`src/design/bpfa_pkg.sv`:
```
package bpfa_pkg;

	// fixed field widths
	localparam int CNT_W  = 13;
	localparam int PAGE_W = 12;
	localparam int KIND_W = 3;
	localparam int WORD_W = 32;
	localparam int OFF_W  = 5;
	localparam int DATA_W = 32;
	localparam int ADDR_W = 3;

	localparam int NUM_PAGES_DEF = 4096;
	localparam logic [CNT_W-1:0] TOTAL_RESET = 13'h1000;

	// register index
	localparam logic [0:0] REG_TOTAL = 1'b0;

	// request codes
	localparam logic [KIND_W-1:0] REQ_ALLOC     = 3'd0;
	localparam logic [KIND_W-1:0] REQ_FREE      = 3'd1;
	localparam logic [KIND_W-1:0] REQ_LOCK      = 3'd2;
	localparam logic [KIND_W-1:0] REQ_RESERVE   = 3'd3;
	localparam logic [KIND_W-1:0] REQ_UNRESERVE = 3'd4;

	typedef struct packed {
		logic accept;
		logic clr_start;
		logic clr_step;
		logic rd;
		logic a_hit;
		logic a_next;
		logic a_fail;
		logic ld_word;
		logic walk;
		logic wb_end;
		logic ld_out;
	} cmd_t;

	typedef struct packed {
		logic run_end;
		logic word_last;
		logic a_over;
		logic a_hit;
		logic clr_last;
	} sts_t;

endpackage

```
`src/design/bpfa_ctrl.sv`:
```
module bpfa_ctrl (
	input  logic                           clk,
	input  logic                           arst_n,
	input  logic                           cfg_we,
	input  logic                           in_valid,
	input  logic [bpfa_pkg::KIND_W-1:0]    req_type,
	output logic                           in_stall,
	output logic                           out_valid,
	input  logic                           out_stall,
	input  bpfa_pkg::sts_t                 sts,
	output bpfa_pkg::cmd_t                 cmd
);
	import bpfa_pkg::*;

	localparam logic [2:0] S_CLR  = 3'd0;
	localparam logic [2:0] S_IDLE = 3'd1;
	localparam logic [2:0] S_ARD  = 3'd2;
	localparam logic [2:0] S_ACHK = 3'd3;
	localparam logic [2:0] S_RRD  = 3'd4;
	localparam logic [2:0] S_RLD  = 3'd5;
	localparam logic [2:0] S_WALK = 3'd6;
	localparam logic [2:0] S_FIN  = 3'd7;

	logic [2:0] state_q, state_d;
	logic       out_valid_q;

	assign in_stall  = (state_q != S_IDLE);
	assign out_valid = out_valid_q;

	always_comb begin
		state_d = state_q;
		cmd     = '0;
		case (state_q)
			S_CLR: begin
				cmd.clr_step = 1'b1;
				if (sts.clr_last) begin
					state_d = S_IDLE;
				end
			end
			S_IDLE: begin
				if (in_valid) begin
					cmd.accept = 1'b1;
					if (req_type == REQ_ALLOC) begin
						state_d = S_ARD;
					end else if (req_type inside {[REQ_FREE:REQ_UNRESERVE]}) begin
						state_d = S_RRD;
					end else begin
						state_d = S_FIN;
					end
				end
			end
			S_ARD: begin
				if (sts.a_over) begin
					cmd.a_fail = 1'b1;
					state_d    = S_FIN;
				end else begin
					cmd.rd  = 1'b1;
					state_d = S_ACHK;
				end
			end
			S_ACHK: begin
				if (sts.a_hit) begin
					cmd.a_hit = 1'b1;
					state_d   = S_FIN;
				end else begin
					cmd.a_next = 1'b1;
					state_d    = S_ARD;
				end
			end
			S_RRD: begin
				if (sts.run_end) begin
					state_d = S_FIN;
				end else begin
					cmd.rd  = 1'b1;
					state_d = S_RLD;
				end
			end
			S_RLD: begin
				cmd.ld_word = 1'b1;
				state_d     = S_WALK;
			end
			S_WALK: begin
				if (sts.run_end) begin
					cmd.wb_end = 1'b1;
					state_d    = S_FIN;
				end else begin
					cmd.walk = 1'b1;
					if (sts.word_last) begin
						state_d = S_RRD;
					end
				end
			end
			S_FIN: begin
				if (!out_valid_q || !out_stall) begin
					cmd.ld_out = 1'b1;
					state_d    = S_IDLE;
				end
			end
			default: begin
				state_d = S_CLR;
			end
		endcase
		if (cfg_we) begin
			cmd           = '0;
			cmd.clr_start = 1'b1;
			state_d       = S_CLR;
		end
	end

	always_ff @(posedge clk or negedge arst_n) begin
		if (!arst_n) begin
			state_q     <= S_CLR;
			out_valid_q <= 1'b0;
		end else begin
			state_q <= state_d;
			if (cmd.ld_out) begin
				out_valid_q <= 1'b1;
			end else if (!out_stall) begin
				out_valid_q <= 1'b0;
			end
		end
	end

endmodule

```
`config.mk`:
```
export PLATFORM = sky130hd
export DESIGN_NAME = bpfa_ctrl
export DESIGN_NICKNAME = d
export VERILOG_FILES = /design/src/design/bpfa_pkg.sv /design/src/design/bpfa_ctrl.sv
export SDC_FILE = /design/constraint.sdc
export NUM_CORES = 1
export LEC_CHECK = 0
export BUFFER_PORTS_ARGS = -buffer_cell sky130_fd_sc_hd__buf_2
export CORE_AREA = 4 4 41 43
export DETAILED_ROUTE_END_ITERATION = 8
export DIE_AREA = 0 0 45 47
export MAX_ROUTING_LAYER = met4
export PLACE_DENSITY = 0.65
export SYNTH_ARGS = -nofsm -noshare
export SYNTH_HDL_FRONTEND = slang
export SYNTH_SLANG_ARGS = --single-unit
```
`constraint.sdc`:
```
create_clock -name clk -period 2 [get_ports clk]
set_clock_uncertainty 0.05 [all_clocks]
set_input_delay 0.3 -clock clk [delete_from_list [all_inputs] [get_ports clk]]
set_output_delay 0.3 -clock clk [all_outputs]
set_load 0.1 [all_outputs]
```
Yosys cells after proc, flatten, opt, wreduce, memory -nomap -nowiden
Index checks and enable logic that the tools add are counted.
- register bits after elaboration: 4
- output and inout port bits: 13
- word-level logic and storage cells: 55
- $lt $le $gt $ge: 2
- reduce and logical (&&, ||, !) cells: 7
- muxes and demuxes: 31
- equal/unequal tests: 13
- operators with widths (cell ; number):
    $mux 3 ; 9
    $pmux 3 s8 ; 1
    $mux 1 ; 15
    $eq 3x3->1 const B ; 4
    $mux 11 ; 1
    $ne 3x3->1 const B ; 3
    $mux 2 ; 4
    $eq 3x2->1 const B ; 2
    $logic_not 3->1 ; 2
    $ne 4x4->1 const B ; 1
    $reduce_and 4->1 ; 1
    $eq 3x1->1 const B ; 1
    $ge 3x1->1 const B ; 1
    $le 3x3->1 const B ; 1
    $ne 3x1->1 const B ; 1
    $logic_not 1->1 ; 2
    $ne 2x1->1 const B ; 1
    $pmux 1 s2 ; 1
    $logic_and 1x1->1 ; 1
    $logic_or 1x1->1 ; 1

Depth between registers and ports, before layout
Gate-level depths: netlist of the first run.
- word-level depth: 7
- depth in mapped cells: 6
- depth with buffers taken out: 4

Worst setup path after synthesis of the first run
OpenSTA, ideal clock, no wires.
- kind: register -> output
- start point: register state_q[2]
- end point: output port cmd[6] in the netlist's numbering
- cell stages (with the launch flop): 4
- path buffers: 2
- required time: 1650 ps
- arrival time: 3785 ps
- path slack: -2135 ps
- path through: dfrtp_1 buf_6 clkbuf_1 nor4b_1
- RTL lines (item ; line ; text):
    start, declared ; bpfa_ctrl.sv:24 ; logic [2:0] state_q, state_d;
    start signal, assigned ; bpfa_ctrl.sv:115 ; state_q <= state_d;
    end, declared ; bpfa_ctrl.sv:11 ; output bpfa_pkg::cmd_t cmd

==> impl_metrics.csv, run 1 <==
group,metric,value,unit
pwr,irDropWorstVdd,0.000301,V
final_layout,final_common_cell,"buf_2",
grt,grt_util_met1,0.173,
sta,setup_viol,0,
pwr,clkPwrFrac,0.193,
setup_path,end_kind,"output port",
setup_path,worstPathArrival,1.56,ns
sta,slew-limit-headroom,0.677,
pwr,power_density,580,nW/µm²
final_layout,final_area,885,µm²
sta,worst_slew_pin_slew,0.488,ns
final_layout,fill_cells,109,
setup_path,cp_slowest_cell,"dfrtp_2",
placement,gp_congestion,0.878,
setup_path,required,1.65,ns
grt,grtUsageMet3,0.0307,
grt,grt_max_degree,19,
cts,worstSkewPairLatency,0.24,ns
grt,antenna_found_initial,0,
cts,path_clk_slew,0.04,ns
grt,grt_pass1_wl,2.37,mm
run,max_cap_violations,0,
grt,top_usage_layer,"met2",
pwr,seq_power_share,0.219,
detailed_routing,drtIter0Drc,13,
setup_path,crit_path_max_fanout,15,
detailed_routing,dr_total_vias,589,
pwr,combPwrFrac,0.588,
detailed_routing,wl,1.45,mm
setup_path,path_delay_family,"flip-flops",
sta,tns,0,ns
floorplanning,chipWidth,45,µm
synthesis,ys.warnings.count,0,
synthesis,synthCells,64,
cts,clock-sinks,4,
setup_path,criticalPathCategory,"flip-flop to output port",
placement,hpwl,1.13,mm
pwr,finalPower,0.513,mW
grt,grtUsageMet2,0.266,
detailed_routing,viasPerCell,5.45,
grt,grt_pass1_vias,595,
setup_path,cp_num_buf_inv,2,
pwr,leakage,0.389,nW
placement,dp_cells,100,
setup_path,critPathMaxStageDelay,0.50,ns
synthesis,synth.distinct_cells,33,
grt,grt-ovfl-total,0,
setup_path,path_cells,"inv_1 > nor3_1 > a21oi_1 > nor3_4 > buf_12",
final_layout,final_util,0.680,
synthesis,synth-seq-cells,4,
detailed_routing,drtAntennaViolNets,0,
final_layout,antennaDiodeCount,0,
pwr,p_int,0.272,mW
synthesis,syn-num-nets,77,
cts,cts_root_buf,"clkbuf_4",
sta,rsz0062_at_grt,"false",
final_layout,final_cell_mix,"14 x buf_2, 11 x buf_12, 6 x buf_4",
floorplanning,dieArea,2120,µm²
floorplanning,start_util,0.360,
synthesis,syn_avg_cell_area,7.31,µm²
final_layout,nNetsFinal,108,
pwr,p_sw,0.241,mW
sta,timing.fmax,0.523,GHz
floorplanning,rows,13,
sta,period_needed,1.91,ns
detailed_routing,firstDrtPassIters,4,
synthesis,syn_area,468,µm²
placement,place_area,818,µm²
cts,cts_buffers,3,
cts,clock_path_buffers,2,
final_layout,area_growth,89.0,%
status,status,"completed",
sta,hold_viol,0,
floorplanning,ioPinCount,26,
pwr,switching_share,0.470,
final_layout,final_cells,108,
floorplanning,die_y,47,µm
setup_path,startpoint_type,"flip-flop",
sta,finalWorstSetupSlack,0.0878,ns
detailed_routing,drc_errors,0,
placement,post-place-ws,0.199,ns
sta,timing.final.crit_share,0.956,
cts,cts_tree,"done",
sta,whs,0.289,ns
placement,numPortBuffers,25,
cts,h-tree-depth,1,
sta,timing.final.max_slew_violations,0,
hold_path,min_path_type,"primary input to flip-flop",
synthesis,seq_area_frac_synth,0.214,
floorplanning,core_area,1300,µm²
detailed_routing,routedWlPerCell,13.4,µm
grt,grt.total_usage,0.153,
final_layout,drive_gt1_frac,0.505,
## registers in the layout, indices dropped and copies added (netlist names)
| signal | flops |
|---|---|
| out_valid | 1 |
| state_q | 3 |
## layer usage
layer | vias up | routed length (µm)
li1 | 296 | -
met1 | 272 | 612
met2 | 19 | 737
met3 | 2 | 85
met4 | 0 | 12
met5 | - | 0
## power groups by stage
stage	Sequential (mW)	Combinational, mW	Clock [mW]
2_1_floorplan	0.0986	0.219	0
3_3_place_gp	0.115	0.279	0
3_5_place_dp	0.116	0.282	0
4_1_cts	0.117	0.284	0.0995
5_1_grt	0.113	0.319	0.111
6_report	0.112	0.302	0.0988
## worst register-to-register path, cell delays in order (launching register included)
cell and delay (ns):
dfrtp_2 0.45, buf_4 0.18, and4_2 0.18, o21ai_0 0.21
nand3_1 0.13, o41ai_1 0.38
## timing repair
action                                 CTS  global route
setup buffers                            0             4
endpoints found under the hold margin    4             0
pin swaps                                0             0
resized for setup                        2             0
setup endpoints to repair                2             1
hold buffers                             1             0
## kinds of logic after synthesis
group,after synthesis,synth area share
AOI/OAI and AO/OA,17,0.246
buffers and inverters,11,0.134
DFF,4,0.214
and+or+nand+nor,32,0.406
## worst paths after layout
kind | start | endpoint | slack (ns) | cells past startpoint
worst min register to register | out_valid$_DFFE_PN0P_ | out_valid$_DFFE_PN0P_ | 0.50 | 1
max in group asynchronous | arst_n | out_valid$_DFFE_PN0P_ | 1.42 | 2
min in group asynchronous | arst_n | state_q[1]$_DFFE_PN0P_ | 0.34 | 2
worst max register to register | state_q[1]$_DFFE_PN0P_ | state_q[2]$_DFFE_PN0P_ | 0.29 | 5
worst min-delay path | out_stall | out_valid$_DFFE_PN0P_ | 0.29 | 2
worst max-delay path | state_q[2]$_DFFE_PN0P_ | cmd[7] | 0.09 | 5
## Yosys cell counts
master | n | area [µm²]
and4_2 | 1 | 10.0
nor2_1 | 5 | 18.8
dlygate4sd1_1 | 1 | 8.76
nor4b_1 | 1 | 8.76
or3_1 | 1 | 6.26
buf_4 | 2 | 15.0
o21ai_0 | 2 | 10.0
o31ai_1 | 1 | 7.51
a21o_1 | 1 | 7.51
o21ai_1 | 2 | 10.0
and3_1 | 3 | 18.8
and2b_2 | 1 | 8.76
a211oi_1 | 2 | 15.0
nand2b_1 | 1 | 6.26
o41ai_1 | 1 | 8.76
buf_6 | 1 | 11.3
buf_2 | 1 | 5.00
nor4_1 | 1 | 6.26
o32a_1 | 1 | 10.0
nor3_1 | 6 | 30.0
a21oi_1 | 4 | 20.0
inv_1 | 5 | 18.8
a221oi_1 | 1 | 8.76
and4_1 | 1 | 8.76
a21bo_1 | 1 | 10.0
nand2_1 | 4 | 15.0
clkbuf_1 | 1 | 3.75
o211ai_1 | 1 | 7.51
dfrtp_1 | 4 | 100
nor3b_1 | 2 | 15.0
or4_4 | 1 | 11.3
nand3_1 | 3 | 15.0
nand4bb_1 | 1 | 11.3
## cell type report
| cell class | count | area, µm² | area share |
|---|---|---|---|
| Multi-Input combinational cell | 49 | 375 | 0.424 |
| Timing Repair Buffer | 32 | 345 | 0.390 |
| Sequential cell | 4 | 104 | 0.117 |
| Clock buffer | 3 | 22.5 | 0.0255 |
| Inverter | 5 | 18.8 | 0.0212 |
| Tap cell | 15 | 18.8 | 0.0212 |
Note: power is estimated with default switching activity, not from simulation.
==> run 2, diff against run 1 <==
ABC_AREA = 1   (was not set)
PLACE_DENSITY = 0.68   (was 0.65)
==> impl_metrics.csv, run 2 <==
group,metric,value,unit
pwr,leakage,0.422,nW
floorplanning,die_y,47,µm
detailed_routing,dr_total_vias,627,
final_layout,largest_reg_flops,3,
sta,period_needed,1.89,ns
synthesis,seq_area_frac_synth,0.199,
cts,h-tree-depth,1,
synthesis,syn_area,504,µm²
cts,clock_path_buffers,2,
placement,dp_cells,124,
setup_path,crit_path_max_fanout,8,
synthesis,ys.warnings.count,0,
cts,cts_root_buf,"clkbuf_4",
setup_path,startpoint_type,"flip-flop",
final_layout,final_cell_mix,"25 x nand2_1, 16 x buf_2, 10 x nor2_1",
synthesis,syn-num-nets,102,
run,max_cap_violations,0,
sta,tns,0,ns
setup_path,end_kind,"output port",
synthesis,ys.flop_type,"dfrtp_1",
cts,path_clk_slew,0.04,ns
grt,grt-ovfl-total,0,
pwr,combPwrFrac,0.662,
floorplanning,chipWidth,45,µm
detailed_routing,viasPerCell,4.86,
placement,gp_congestion,0.805,
hold_path,min_path_type,"primary input to flip-flop",
grt,antenna_found_initial,0,
floorplanning,rows,13,
floorplanning,dieArea,2120,µm²
cts,cts_tree,"done",
cts,worstSkewPairLatency,0.25,ns
final_layout,area_growth,65.0,%
synthesis,synth-seq-cells,4,
synthesis,synthArstFlopShare,1.00,
final_layout,nNetsFinal,128,
detailed_routing,drtIter0Drc,21,
detailed_routing,drc_errors,0,
pwr,power_density,999,nW/µm²
grt,grt.total_usage,0.149,
floorplanning,ioPinCount,26,
synthesis,synthCells,89,
detailed_routing,wl,1.42,mm
pwr,finalPower,0.831,mW
cts,cts_setup_buffers,0,
synthesis,synth_top_area_share,0.199,
grt,grt_max_degree,19,
final_layout,top_register,"state_q",
sta,timing.final.max_slew_violations,0,
synthesis,synth_edf_count,0,
pwr,seq_power_share,0.197,
sta,slew-limit-headroom,0.656,
sta,rsz0062_at_grt,"true",
grt,grt_pass1_vias,585,
synthesis,synth_common_cells,"25 x nand2_1, 14 x nor2_1, 9 x inv_1",
synthesis,syn_avg_cell_area,5.67,µm²
pwr,clkPwrFrac,0.141,
final_layout,final_cells,129,
sta,finalWorstSetupSlack,0.106,ns
final_layout,final_util,0.639,
placement,hpwl,1.15,mm
pwr,p_sw,0.508,mW
status,status,"completed",
setup_path,required,1.65,ns
detailed_routing,drtAntennaViolNets,0,
detailed_routing,firstDrtPassIters,4,
sta,timing.fmax,0.528,GHz
final_layout,fill_cells,119,
sta,timing.final.crit_share,0.947,
cts,clock-sinks,4,
synthesis,synthTopCellsByArea,"dfrtp_1 20%, nand2_1 19%, nor2_1 10%",
sta,setup_viol,0,
final_layout,drive_gt1_frac,0.447,
floorplanning,core_area,1300,µm²
placement,post-place-ws,0.292,ns
sta,worst_slew_pin_slew,0.516,ns
pwr,irDropWorstVdd,0.000630,V
setup_path,worstPathArrival,1.54,ns
sta,hold_viol,0,
synthesis,synth.distinct_cells,24,
setup_path,criticalPathCategory,"flip-flop to output port",
grt,grt_pass1_wl,2.24,mm
pwr,switching_share,0.611,
detailed_routing,routedWlPerCell,11.0,µm
synthesis,synth.most_common_cell,"nand2_1",
final_layout,final_common_cell,"nand2_1",
placement,numPortBuffers,25,
pwr,p_int,0.323,mW
final_layout,antennaDiodeCount,0,
floorplanning,start_util,0.388,
synthesis,synth_area_leader_cell,"dfrtp_1",
cts,cts_buffers,3,
run 2: changes by cell type in the layout (fill, tap and decap cells not counted), moves of 3 or more:
cell,change
and3_1,-3
nand2_1,+22
nor2_2,+5
nor3_2,+3
nor3_1,-4
inv_2,+3
clkbuf_4,+3
nor2_1,+6
inv_1,+4
buf_4,-6
nand3_1,+3
buf_12,-5
run 2: path summary, 6_finish.rpt:
| kind | startpoint | end | slack [ns] | cells after the start |
|---|---|---|---|---|
| setup / recovery | state_q[0]$_DFFE_PN0P_ | cmd[6] | 0.11 | 5 |
| hold / removal | out_stall | out_valid$_DFFE_PN0P_ | 0.24 | 3 |
| setup reg to reg | state_q[0]$_DFFE_PN0P_ | state_q[0]$_DFFE_PN0P_ | 0.56 | 7 |
| hold reg to reg | out_valid$_DFFE_PN0P_ | out_valid$_DFFE_PN0P_ | 0.46 | 2 |
| max in group asynchronous | arst_n | state_q[2]$_DFFE_PN0P_ | 1.43 | 2 |
| min in group asynchronous | arst_n | state_q[1]$_DFFE_PN0P_ | 0.34 | 2 |
run 2: critical path: stages (launching register included):
cell	delay, ns
dfrtp_1	0.54
nand2_1	0.20
nor2_2	0.14
nand2_1	0.09
nor2_2	0.13
buf_12	0.19
run 2: what timing repair did:
action	4_1_cts	5_1_grt
hold endpoints to repair	4	0
hold buffers	1	0
setup endpoints to repair	0	5
resized for setup	0	5
run 2: metrics by stage:
stage	hold WS, ns	cell area [µm²]
5_1_grt	0.271	832
3_5_place_dp	0.0573	785
3_3_place_gp	0.0564	785
6_report	0.242	832
2_1_floorplan	-0.0456	587
4_1_cts	0.250	821
run 2: layout make-up:
class                           instances  area (µm²)  share of cell area
Inverter                               13        48.8              0.0586
Timing Repair Buffer                   26         233               0.280
Sequential cell                         4         103               0.123
Tap cell                               15        18.8              0.0226
Clock buffer                            4        26.3              0.0316
Multi-Input combinational cell         67         403               0.484
run 2: power by group through the flow:
stage	registers (mW)	logic, mW	clock network [mW]
final	0.164	0.550	0.117
after CTS	0.159	0.545	0.119
after detailed placement	0.161	0.542	0
after floorplan	0.123	0.500	0
after global routing	0.171	0.592	0.124
after global placement	0.158	0.540	0
run 2: routing by layer:
metal / vias to the layer above / wire (µm) / global-route usage / share of wire
li1: 330 / - / - / -
met4: 0 / 25 / 0.0702 / 0.018
met1: 277 / 590 / 0.162 / 0.41
met2: 18 / 709 / 0.260 / 0.50
met3: 2 / 97 / 0.0307 / 0.068
met5: - / 0 / - / 0
run 2: logic make-up after synthesis:
group,Yosys count,share of synthesized area
and+or+nand+nor,61,0.571
DFF,4,0.199
buffers and inverters,18,0.166
AOI/OAI and AO/OA,6,0.0645
==> run 3, diff against run 2 <==
clock period = 2.37 ns   (was 2 ns; I/O delays follow)
==> impl_metrics.csv, run 3 (synthesis results as in run 2) <==
group,metric,value,unit
sta,period_needed,2.17,ns
setup_path,crit_path_start,"state_q[2]$_DFFE_PN0P_",
setup_path,cp_slowest_cell,"dfrtp_1",
setup_path,crit_path_max_fanout,11,
sta,timing.fmax,0.461,GHz
sta,finalWorstSetupSlack,0.202,ns
pwr,switching_share,0.628,
final_layout,nNetsFinal,128,
grt,grtUsageMet3,0.0651,
placement,gp_congestion,0.780,
grt,grt.total_usage,0.151,
final_layout,fill_cells,137,
pwr,p_sw,0.416,mW
cts,path_clk_slew,0.04,ns
final_layout,top_register,"state_q",
cts,cts_setup_buffers,0,
floorplanning,rows,13,
grt,grt_util_met1,0.188,
pwr,p_int,0.246,mW
sta,hold_viol,0,
pwr,leakage,0.413,nW
detailed_routing,drtAntennaViolNets,0,
cts,worstSkewPairLatency,0.23,ns
placement,post-place-ws,0.441,ns
setup_path,startpoint_type,"flip-flop",
pwr,power_density,919,nW/µm²
sta,slew-limit-headroom,0.654,
grt,grt_max_degree,19,
floorplanning,die_y,47,µm
setup_path,criticalPathCategory,"flip-flop to output port",
pwr,seq_power_share,0.207,
status,status,"completed",
final_layout,area_growth,42.9,%
grt,top_usage_layer,"met2",
detailed_routing,drtIter0Drc,13,
placement,place_area,688,µm²
floorplanning,start_util,0.388,
setup_path,path_delay_family,"flip-flops",
cts,clock_path_buffers,2,
sta,worst_slew_pin_slew,0.520,ns
cts,cts_root_buf,"clkbuf_4",
setup_path,crit_cells,3,
setup_path,cp_num_buf_inv,1,
floorplanning,ioPinCount,26,
setup_path,rr_endpoint,"state_q[0]$_DFFE_PN0P_",
final_layout,drive_gt1_frac,0.407,
detailed_routing,routedWlPerCell,10.1,µm
setup_path,regToRegStartpoint,"state_q[2]$_DFFE_PN0P_",
cts,clock-sinks,4,
final_layout,final_area,721,µm²
hold_path,min_path_type,"primary input to flip-flop",
detailed_routing,drc_errors,0,
pwr,combPwrFrac,0.668,
setup_path,r2r_cells,7,
sta,setup_viol,0,
detailed_routing,firstDrtPassIters,4,
floorplanning,chipWidth,45,µm
final_layout,final_cell_mix,"25 x nand2_1, 25 x buf_2, 13 x nor2_1",
run,max_cap_violations,0,
final_layout,largest_reg_flops,3,
final_layout,antennaDiodeCount,0,
cts,h-tree-depth,1,
placement,numPortBuffers,25,
floorplanning,core_area,1300,µm²
setup_path,required,1.96,ns
cts,cts_tree,"done",
cts,cts_buffers,3,
floorplanning,dieArea,2120,µm²
sta,timing.final.max_slew_violations,0,
detailed_routing,viasPerCell,4.83,
grt,grtUsageMet2,0.223,
grt,antenna_found_initial,0,
final_layout,final_util,0.554,
sta,rsz0062_at_grt,"false",
grt,grt-ovfl-total,0,
cts,cts_hold_buf,1,
setup_path,critPathMaxStageDelay,0.66,ns
grt,grt_pass1_vias,561,
setup_path,path_cells,"nand2_1 > nor3_4 > buf_2",
detailed_routing,dr_total_vias,618,
detailed_routing,wl,1.30,mm
setup_path,worstPathArrival,1.76,ns
pwr,clkPwrFrac,0.125,
setup_path,reg2reg_slack,0.84,ns
pwr,irDropWorstVdd,0.000467,V
setup_path,end_kind,"output port",
cts,cts_resized,0,
sta,timing.final.crit_share,0.915,
setup_path,crit_end,"cmd[1]",
grt,grt_pass1_wl,2.25,mm
placement,hpwl,1.09,mm
[run 3: changes by cell type in the layout (fill, tap and decap cells not counted), sizes merged]
cell    change
clkbuf      -4
buf         +3
[run 3: worst min path at each step]
stage,from,to,slack (ns),depth (start not counted)
after floorplan,arst_n,out_valid$_DFFE_PN0P_,0.01,0
after global placement,arst_n,out_valid$_DFFE_PN0P_,0.11,1
after detailed placement,arst_n,state_q[0]$_DFFE_PN0P_,0.11,1
after CTS,out_stall,out_valid$_DFFE_PN0P_,0.30,3
after global routing,out_stall,out_valid$_DFFE_PN0P_,0.30,3
final,out_stall,out_valid$_DFFE_PN0P_,0.31,3
[run 3: stage by stage]
stage	hold slack (ns)	TNS (ns)	total power, mW	cells
5_1_grt	0.303	0	0.721	128
3_3_place_gp	0.111	0	0.577	124
2_1_floorplan	0.00991	-0.800	0.528	89
6_report	0.312	0	0.662	128
3_5_place_dp	0.113	0	0.580	124
4_1_cts	0.303	0	0.670	128
[run 3: power groups by stage]
stage                     logic, mW  registers (mW)  clock network (mW)
final                         0.443           0.137              0.0829
after detailed placement      0.443           0.138                   0
after CTS                     0.446           0.137              0.0877
after global routing          0.483           0.143              0.0959
after global placement        0.440           0.136                   0
after floorplan               0.424           0.104                   0
[run 3: worst register-to-register path: cells and delay by family, from the launching register on]
family           cells  cell delay [ns]
AND/OR/NAND/NOR      7             0.71
flip-flops           1             0.66
[run 3: area by class of cell]
type,count,area [µm²],area share
sequential,4,100,0.139
tap,15,18.8,0.0260
timing repair buffer,26,135,0.188
multi-input combinational,67,395,0.549
inverter,13,48.8,0.0677
clock buffer,3,22.5,0.0313
[run 3: layer usage]
metal | part of all wire | wire, µm | vias to the layer above
met5 | 0 | 0 | -
met4 | 0 | 0 | 0
met3 | 0.066 | 85 | 0
met2 | 0.50 | 648 | 18
met1 | 0.43 | 563 | 274
li1 | - | - | 326
